## config.mk

```make
export PLATFORM = sky130hd
export DESIGN_NAME = tcon_ctrl
export DESIGN_NICKNAME = d
export VERILOG_FILES = /design/src/rtl/tcon_pkg.sv /design/src/rtl/tcon_ctrl.sv
export SDC_FILE = /design/constraint.sdc
export NUM_CORES = 1
export LEC_CHECK = 0
export ABC_AREA = 0
export BUFFER_PORTS_ARGS = -buffer_cell sky130_fd_sc_hd__buf_2
export CORE_MARGIN = 2
export CORE_UTILIZATION = 50
export DETAILED_ROUTE_END_ITERATION = 6
export PLACE_DENSITY = 0.75
export REMOVE_ABC_BUFFERS = 1
export SETUP_SLACK_MARGIN = 0.4
export SKIP_CTS_REPAIR_TIMING = 1
export SLEW_MARGIN = 20
export SYNTH_ARGS = -nofsm -noshare
export SYNTH_HDL_FRONTEND = slang
export SYNTH_SLANG_ARGS = --single-unit
export TNS_END_PERCENT = 50
```

## constraint.sdc

```tcl
create_clock -name clk -period 8.9 [get_ports clk]
set_input_delay 0.89 -clock clk [delete_from_list [all_inputs] [get_ports clk]]
set_output_delay 0.89 -clock clk [all_outputs]
set_load 0.05 [all_outputs]
```

## src/rtl/tcon_pkg.sv

```systemverilog
// ----------------------------------------------------------------------------
// tcon_pkg
// Shared types and constants for the text console character engine.
// ----------------------------------------------------------------------------
`timescale 1ns / 1ps
`default_nettype none

package tcon_pkg;

  // Screen geometry
  localparam int COLUMNS   = 80;
  localparam int ROWS      = 25;
  localparam int FIRST_ROW = 1;
  localparam int CELLS     = ROWS * COLUMNS;

  // Memory index and sweep pointer widths (pointer can hold CELLS itself)
  localparam int IDX_W = $clog2(CELLS);
  localparam int PTR_W = $clog2(CELLS + 1);

  // Field widths
  localparam int ROW_W  = 5;
  localparam int COL_W  = 7;
  localparam int OFF_W  = 11;
  localparam int CELL_W = 16;
  localparam int ATTR_W = 8;
  localparam int CHAR_W = 8;

  localparam logic [CELL_W-1:0] BLANK_CELL = 16'h0F20;

  // Commands
  localparam logic CMD_CHAR = 1'b0;
  localparam logic CMD_READ = 1'b1;

  // Byte codes
  localparam logic [CHAR_W-1:0] CH_BS       = 8'd8;
  localparam logic [CHAR_W-1:0] CH_TAB      = 8'd9;
  localparam logic [CHAR_W-1:0] CH_LF       = 8'd10;
  localparam logic [CHAR_W-1:0] CH_FF       = 8'd12;
  localparam logic [CHAR_W-1:0] CH_CR       = 8'd13;
  localparam logic [CHAR_W-1:0] CH_PRINT_LO = 8'd32;
  localparam logic [CHAR_W-1:0] CH_PRINT_HI = 8'd126;

  // Configuration register indexes
  localparam int CFG_IDX_W = 2;
  localparam logic [CFG_IDX_W-1:0] CFG_FORE  = 2'd0;
  localparam logic [CFG_IDX_W-1:0] CFG_BACK  = 2'd1;
  localparam logic [CFG_IDX_W-1:0] CFG_BLINK = 2'd2;
  localparam int CFG_DATA_W = 4;

  localparam logic [3:0] FORE_RESET = 4'd15;

  typedef struct packed {
    logic              cmd;
    logic [CHAR_W-1:0] char_code;
    logic [ROW_W-1:0]  read_row;
    logic [COL_W-1:0]  read_col;
  } in_t;

  typedef struct packed {
    logic [ROW_W-1:0]  cursor_row;
    logic [COL_W-1:0]  cursor_col;
    logic [OFF_W-1:0]  cursor_offset;
    logic [CELL_W-1:0] cell_value;
  } out_t;

  // Screen memory request: one write and one read per cycle
  typedef struct packed {
    logic              we;
    logic [IDX_W-1:0]  waddr;
    logic [CELL_W-1:0] wdata;
    logic [IDX_W-1:0]  raddr;
  } mem_req_t;

endpackage

`default_nettype wire

```

## src/rtl/tcon_ctrl.sv

```systemverilog
// ----------------------------------------------------------------------------
// tcon_ctrl
// Cursor state, item sequencer and the shared sweep pointer that drives
// clear and scroll copy through the screen memory.
// ----------------------------------------------------------------------------
`timescale 1ns / 1ps
`default_nettype none

module tcon_ctrl (
  input  wire logic                          clk,
  input  wire logic                          rst_n,
  input  wire logic [tcon_pkg::ATTR_W-1:0]   attr,
  input  wire logic                          in_valid,
  output logic                               in_stall,
  input  wire tcon_pkg::in_t                 in_data,
  output logic                               out_valid,
  input  wire logic                          out_stall,
  output tcon_pkg::out_t                     out_data,
  output tcon_pkg::mem_req_t                 mem_req,
  input  wire logic [tcon_pkg::CELL_W-1:0]   mem_rdata
);

  localparam logic [2:0] S_IDLE   = 3'd0;
  localparam logic [2:0] S_READ   = 3'd1;
  localparam logic [2:0] S_SCROLL = 3'd2;
  localparam logic [2:0] S_CLEAR  = 3'd3;
  localparam logic [2:0] S_RESP   = 3'd4;

  localparam int PTR_W = tcon_pkg::PTR_W;
  localparam int IDX_W = tcon_pkg::IDX_W;
  localparam int ROW_W = tcon_pkg::ROW_W;
  localparam int COL_W = tcon_pkg::COL_W;

  logic [2:0]                  state_r, state_nxt;
  logic [PTR_W-1:0]            ptr_r, ptr_nxt;
  logic [IDX_W-1:0]            wptr_r, wptr_nxt;
  logic                        pend_r, pend_nxt;
  logic                        resp_pend_r, resp_pend_nxt;
  logic [ROW_W-1:0]            row_r, row_nxt;
  logic [COL_W-1:0]            col_r, col_nxt;
  logic [tcon_pkg::CELL_W-1:0] cell_r, cell_nxt;
  logic                        out_valid_r, out_valid_nxt;
  tcon_pkg::out_t              out_r, out_nxt;

  logic [PTR_W-1:0] cur_off;
  logic [PTR_W-1:0] rd_off;
  logic [COL_W:0]   tab_col;
  logic             rd_in_range;
  logic             line_feed;
  logic             out_take;

  assign cur_off = PTR_W'(row_r) * PTR_W'(tcon_pkg::COLUMNS) + PTR_W'(col_r);
  assign rd_off  = PTR_W'(in_data.read_row) * PTR_W'(tcon_pkg::COLUMNS)
                 + PTR_W'(in_data.read_col);
  assign tab_col = ({1'b0, col_r} | (COL_W+1)'(7)) + (COL_W+1)'(1);
  assign rd_in_range = (in_data.read_row < ROW_W'(tcon_pkg::ROWS)) &&
                       (in_data.read_col < COL_W'(tcon_pkg::COLUMNS));
  assign out_take = out_valid_r && !out_stall;

  always_comb begin
    state_nxt     = state_r;
    ptr_nxt       = ptr_r;
    wptr_nxt      = wptr_r;
    pend_nxt      = pend_r;
    resp_pend_nxt = resp_pend_r;
    row_nxt       = row_r;
    col_nxt       = col_r;
    cell_nxt      = cell_r;
    out_valid_nxt = out_valid_r;
    out_nxt       = out_r;
    line_feed     = 1'b0;

    mem_req.we    = 1'b0;
    mem_req.waddr = wptr_r;
    mem_req.wdata = tcon_pkg::BLANK_CELL;
    mem_req.raddr = ptr_r[IDX_W-1:0];

    in_stall = (state_r != S_IDLE);

    if (out_take) begin
      out_valid_nxt = 1'b0;
    end

    case (state_r)
      S_IDLE: begin
        if (in_valid) begin
          cell_nxt  = '0;
          state_nxt = S_RESP;
          if (in_data.cmd == tcon_pkg::CMD_READ) begin
            if (rd_in_range) begin
              mem_req.raddr = rd_off[IDX_W-1:0];
              state_nxt     = S_READ;
            end
          end else if (in_data.char_code inside
                       {[tcon_pkg::CH_PRINT_LO:tcon_pkg::CH_PRINT_HI]}) begin
            mem_req.we    = 1'b1;
            mem_req.waddr = cur_off[IDX_W-1:0];
            mem_req.wdata = {attr, in_data.char_code};
            if (col_r == COL_W'(tcon_pkg::COLUMNS - 1)) begin
              col_nxt   = '0;
              line_feed = 1'b1;
            end else begin
              col_nxt = col_r + COL_W'(1);
            end
          end else begin
            case (in_data.char_code)
              tcon_pkg::CH_BS: begin
                if (col_r != '0) begin
                  col_nxt = col_r - COL_W'(1);
                end
              end
              tcon_pkg::CH_TAB: begin
                if (tab_col >= (COL_W+1)'(tcon_pkg::COLUMNS)) begin
                  col_nxt = COL_W'(tcon_pkg::COLUMNS - 1);
                end else begin
                  col_nxt = tab_col[COL_W-1:0];
                end
              end
              tcon_pkg::CH_LF: begin
                col_nxt   = '0;
                line_feed = 1'b1;
              end
              tcon_pkg::CH_FF: begin
                row_nxt       = ROW_W'(tcon_pkg::FIRST_ROW);
                col_nxt       = '0;
                ptr_nxt       = '0;
                resp_pend_nxt = 1'b1;
                state_nxt     = S_CLEAR;
              end
              tcon_pkg::CH_CR: begin
                col_nxt = '0;
              end
              default: ;
            endcase
          end

          if (line_feed) begin
            if (row_r < ROW_W'(tcon_pkg::ROWS - 1)) begin
              row_nxt = row_r + ROW_W'(1);
            end else begin
              // last row: scroll, cursor row stays put
              ptr_nxt   = PTR_W'((tcon_pkg::FIRST_ROW + 1) * tcon_pkg::COLUMNS);
              pend_nxt  = 1'b0;
              state_nxt = S_SCROLL;
            end
          end
        end
      end

      S_READ: begin
        cell_nxt  = mem_rdata;
        state_nxt = S_RESP;
      end

      S_SCROLL: begin
        // write the cell read last cycle one row up, read the next
        mem_req.we    = pend_r;
        mem_req.waddr = wptr_r;
        mem_req.wdata = mem_rdata;
        if (ptr_r < PTR_W'(tcon_pkg::CELLS)) begin
          pend_nxt = 1'b1;
          wptr_nxt = IDX_W'(ptr_r - PTR_W'(tcon_pkg::COLUMNS));
          ptr_nxt  = ptr_r + PTR_W'(1);
        end else begin
          pend_nxt      = 1'b0;
          ptr_nxt       = PTR_W'((tcon_pkg::ROWS - 1) * tcon_pkg::COLUMNS);
          resp_pend_nxt = 1'b1;
          state_nxt     = S_CLEAR;
        end
      end

      S_CLEAR: begin
        mem_req.we    = 1'b1;
        mem_req.waddr = ptr_r[IDX_W-1:0];
        mem_req.wdata = tcon_pkg::BLANK_CELL;
        if (ptr_r == PTR_W'(tcon_pkg::CELLS - 1)) begin
          state_nxt = resp_pend_r ? S_RESP : S_IDLE;
        end else begin
          ptr_nxt = ptr_r + PTR_W'(1);
        end
      end

      S_RESP: begin
        // hold until the output register is free
        if (!out_valid_r || out_take) begin
          out_valid_nxt         = 1'b1;
          out_nxt.cursor_row    = row_r;
          out_nxt.cursor_col    = col_r;
          out_nxt.cursor_offset = tcon_pkg::OFF_W'(cur_off);
          out_nxt.cell_value    = cell_r;
          state_nxt             = S_IDLE;
        end
      end

      default: begin
        state_nxt = S_IDLE;
      end
    endcase
  end

  always_ff @(posedge clk) begin
    if (!rst_n) begin
      state_r     <= S_CLEAR;
      ptr_r       <= '0;
      pend_r      <= 1'b0;
      resp_pend_r <= 1'b0;
      row_r       <= ROW_W'(tcon_pkg::FIRST_ROW);
      col_r       <= '0;
      out_valid_r <= 1'b0;
    end else begin
      state_r     <= state_nxt;
      ptr_r       <= ptr_nxt;
      pend_r      <= pend_nxt;
      resp_pend_r <= resp_pend_nxt;
      row_r       <= row_nxt;
      col_r       <= col_nxt;
      out_valid_r <= out_valid_nxt;
    end
  end

  always_ff @(posedge clk) begin
    wptr_r <= wptr_nxt;
    cell_r <= cell_nxt;
    out_r  <= out_nxt;
  end

  assign out_valid = out_valid_r;
  assign out_data  = out_r;

endmodule

`default_nettype wire

```

==> qor.yml <==
status:
  status: "completed"
synth:
  yosys_register_bits: 91
  synthAdderAreaFrac: 0.0770
  synthSimpleGateAreaFrac: 0.190
  ys_seq_area_frac: 0.437
  synth-compound-area-share: 0.187
  synth_most_common_cell: "edfxtp_1"
  synth.avg_cell_area_um2: 10.1
  syn_area_um2: 5590
  syn-instance-count: 555
  synth_common_cells: "edfxtp_1, nand2_1, a21oi_1"
  synth_edf_count: 62
  ys.flop_type: "edfxtp_1"
  synthMuxAreaShare: 0.0154
  synthTopCellsByArea: "edfxtp_1, dfxtp_1, ha_1"
  synth_top_family_by_area: "simple AND/OR/NAND/NOR gates"
  yosysUniqueCellTypes: 81
  ys_warn_count: 0
  yosys.area.top_type: "edfxtp_1"
  async_reset_ff_frac: 0
  synth-xor-area-share: 0.0391
  synth_top_area_share: 0.333
grt:
  met1_usage: 0.303
  grt_pass1_wl_mm: 23.0
  grt_usage: 0.246
  grt_max_degree: 36
  overflow: 0
  grt_use_met2: 0.426
  grtUsageMet3: 0.0456
  grt_busiest_layer: "met2"
  grt_pass1_vias: 4574
  antenna_found_initial: 0
worst_setup_path:
  path_max_fanout: 4
  critPathTopFamily: "adder cells"
  cp-end-kind: "output port"
  reg2reg_from: "state_r[2]"
  worst_setup_path_start_kind: "input port"
  worst-path-stages: 10
  startpoint: "in_data[8]"
  max_stage_delay_ns: 0.38
  cp_cell_sequence: "buf_2 > ha_1 > ha_1 > fa_1 > xor2_1 > o2111ai_1 > xor2_1 > xnor2_1 > o21ai_1 > buf_2"
  slowest_stage: "fa_1"
  worst-r2r-cell-count: 5
  regToRegSetupSlack_ns: 6.41
  crit_buf_inv: 2
  arrival_ns: 3.03
  crit_type: "input port to output port"
  required_ns: 8.01
  r2r-end: "col_r[5]"
  crit_end: "mem_req[10]"
floorplanning:
  io_pins: 129
  core-area_um2: 10900
  rows: 38
  start_util: 0.514
  chipHeight_um: 110
  dieArea_um2: 12000
  dieWidth_um: 110
final_layout:
  drive_gt1_frac: 0.253
  num_antenna_cells: 0
  synthToLayoutAreaGrowth_pct: 15.3
  fin_nets: 745
sta:
  slew_headroom: 0.298
  fmax_ghz: 0.255
  min_period_over_period: 0.440
  whs_ns: 0.423
  layout_setup_ws_ns: 4.98
  setup_viol: 0
  clock_skew_ns: 0.0129
  tightest_slew_ns: 1.05
  rsz0062_at_grt: "false"
  min_period_ns: 3.92
  finalSetupTns_ns: 0
  maxSlewViolCount: 0
  hold_viol: 0
drt:
  wl_mm: 14.4
  routed_via_density: 5.99
  drtIter0Drc: 198
  wl_per_cell_um: 17.8
  vias: 4848
  drc: 0
  ant_nets: 0
  dr.pass1.iters: 4
pwr:
  p_leak_uw: 0.00257
  ir_drop_mv: 0.120
  power_density_nw_per_um2: 212
place:
  port_buffers: 128
  dp.final_hpwl_mm: 10.7
  gp_congestion: 0.971
  dpl_worst_slack_ns: 4.97
cts:
  clock-sinks: 91
  cts.clk_slew.worst_paths_ns: 0.10
  root_buffer: "clkbuf_8"
  tritoncts: "yes"
  numCtsBuffers: 9
  htreeDepth: 3
  clk_path_buf_depth: 2
  clk-insertion-delay-late_ns: 0.37
hold_path:
  hold_class: "flop to flop"
  holdCritStartpoint: "cell_r[15]"
job:
  maxCapViolCount: 0
stage by stage:
stage	instance area (um2)	util	std cells	total power (uW)
after floorplan	5400	-	522	958
after global placement	6240	0.573	792	1100
after detailed placement	6240	0.573	792	1110
after CTS	6420	0.590	808	1360
after global routing	6450	0.592	809	1430
final	6450	0.592	809	1360
routing by layer:
layer	share of wire	wire length, um
met3	0.061	881
met5	0	0
met2	0.50	7230
met1	0.42	6040
met4	0.020	286
worst min path at each step:
stage	to	slack (ns)	cells after the start
floorplan	out_data[0]	0.40	0
global placement	out_data[12]	0.40	0
detailed placement	out_data[10]	0.40	0
CTS	out_data[1]	0.43	0
global route	out_data[10]	0.43	0
finish	out_data[15]	0.42	0
logic make-up after synthesis:
kind of cell	after synthesis
adder cells (fa/ha/maj)	32
buffers and inverters	59
flip-flops	91
multiplexers	8
AND/OR/NAND/NOR	190
AO/OA/AOI/OAI	150
XOR/XNOR	25
layout make-up:
class | instances | area (um2)
clock inverter | 6 | 48.8
sequential | 91 | 2440
multi-input combinational | 405 | 2860
inverter | 26 | 111
tap | 140 | 175
fill | 934 | 4440
timing repair buffer | 131 | 683
clock buffer | 10 | 128
registers in the layout (all words and copies together), names as in the netlist:
signal / count
cell_r: 16
col_r: 7
out_data: 35
out_valid: 1
pend_r: 1
ptr_r: 11
resp_pend_r: 1
row_r: 5
state_r: 3
wptr_r: 11
placed cells by master, fill, tap and decap left out, drive strengths merged, types with 13 or more instances in the layout:
cell type	instances
buf	131
and2	22
o21ai	30
a21oi	36
inv	27
nor3	21
ha	28
edfxtp	62
nor2	27
dfxtp	29
nand3	20
xnor2	13
nand2	45
where the power goes:
| group | switching, uW | internal [uW] | leakage, uW | total [uW] |
|---|---|---|---|---|
| sequential | 43.3 | 517 | 0.000805 | 560 |
| clock | 162 | 105 | 0.0000848 | 266 |
| combinational | 392 | 146 | 0.00168 | 538 |
No activity file was read; power rests on OpenSTA's default activity.
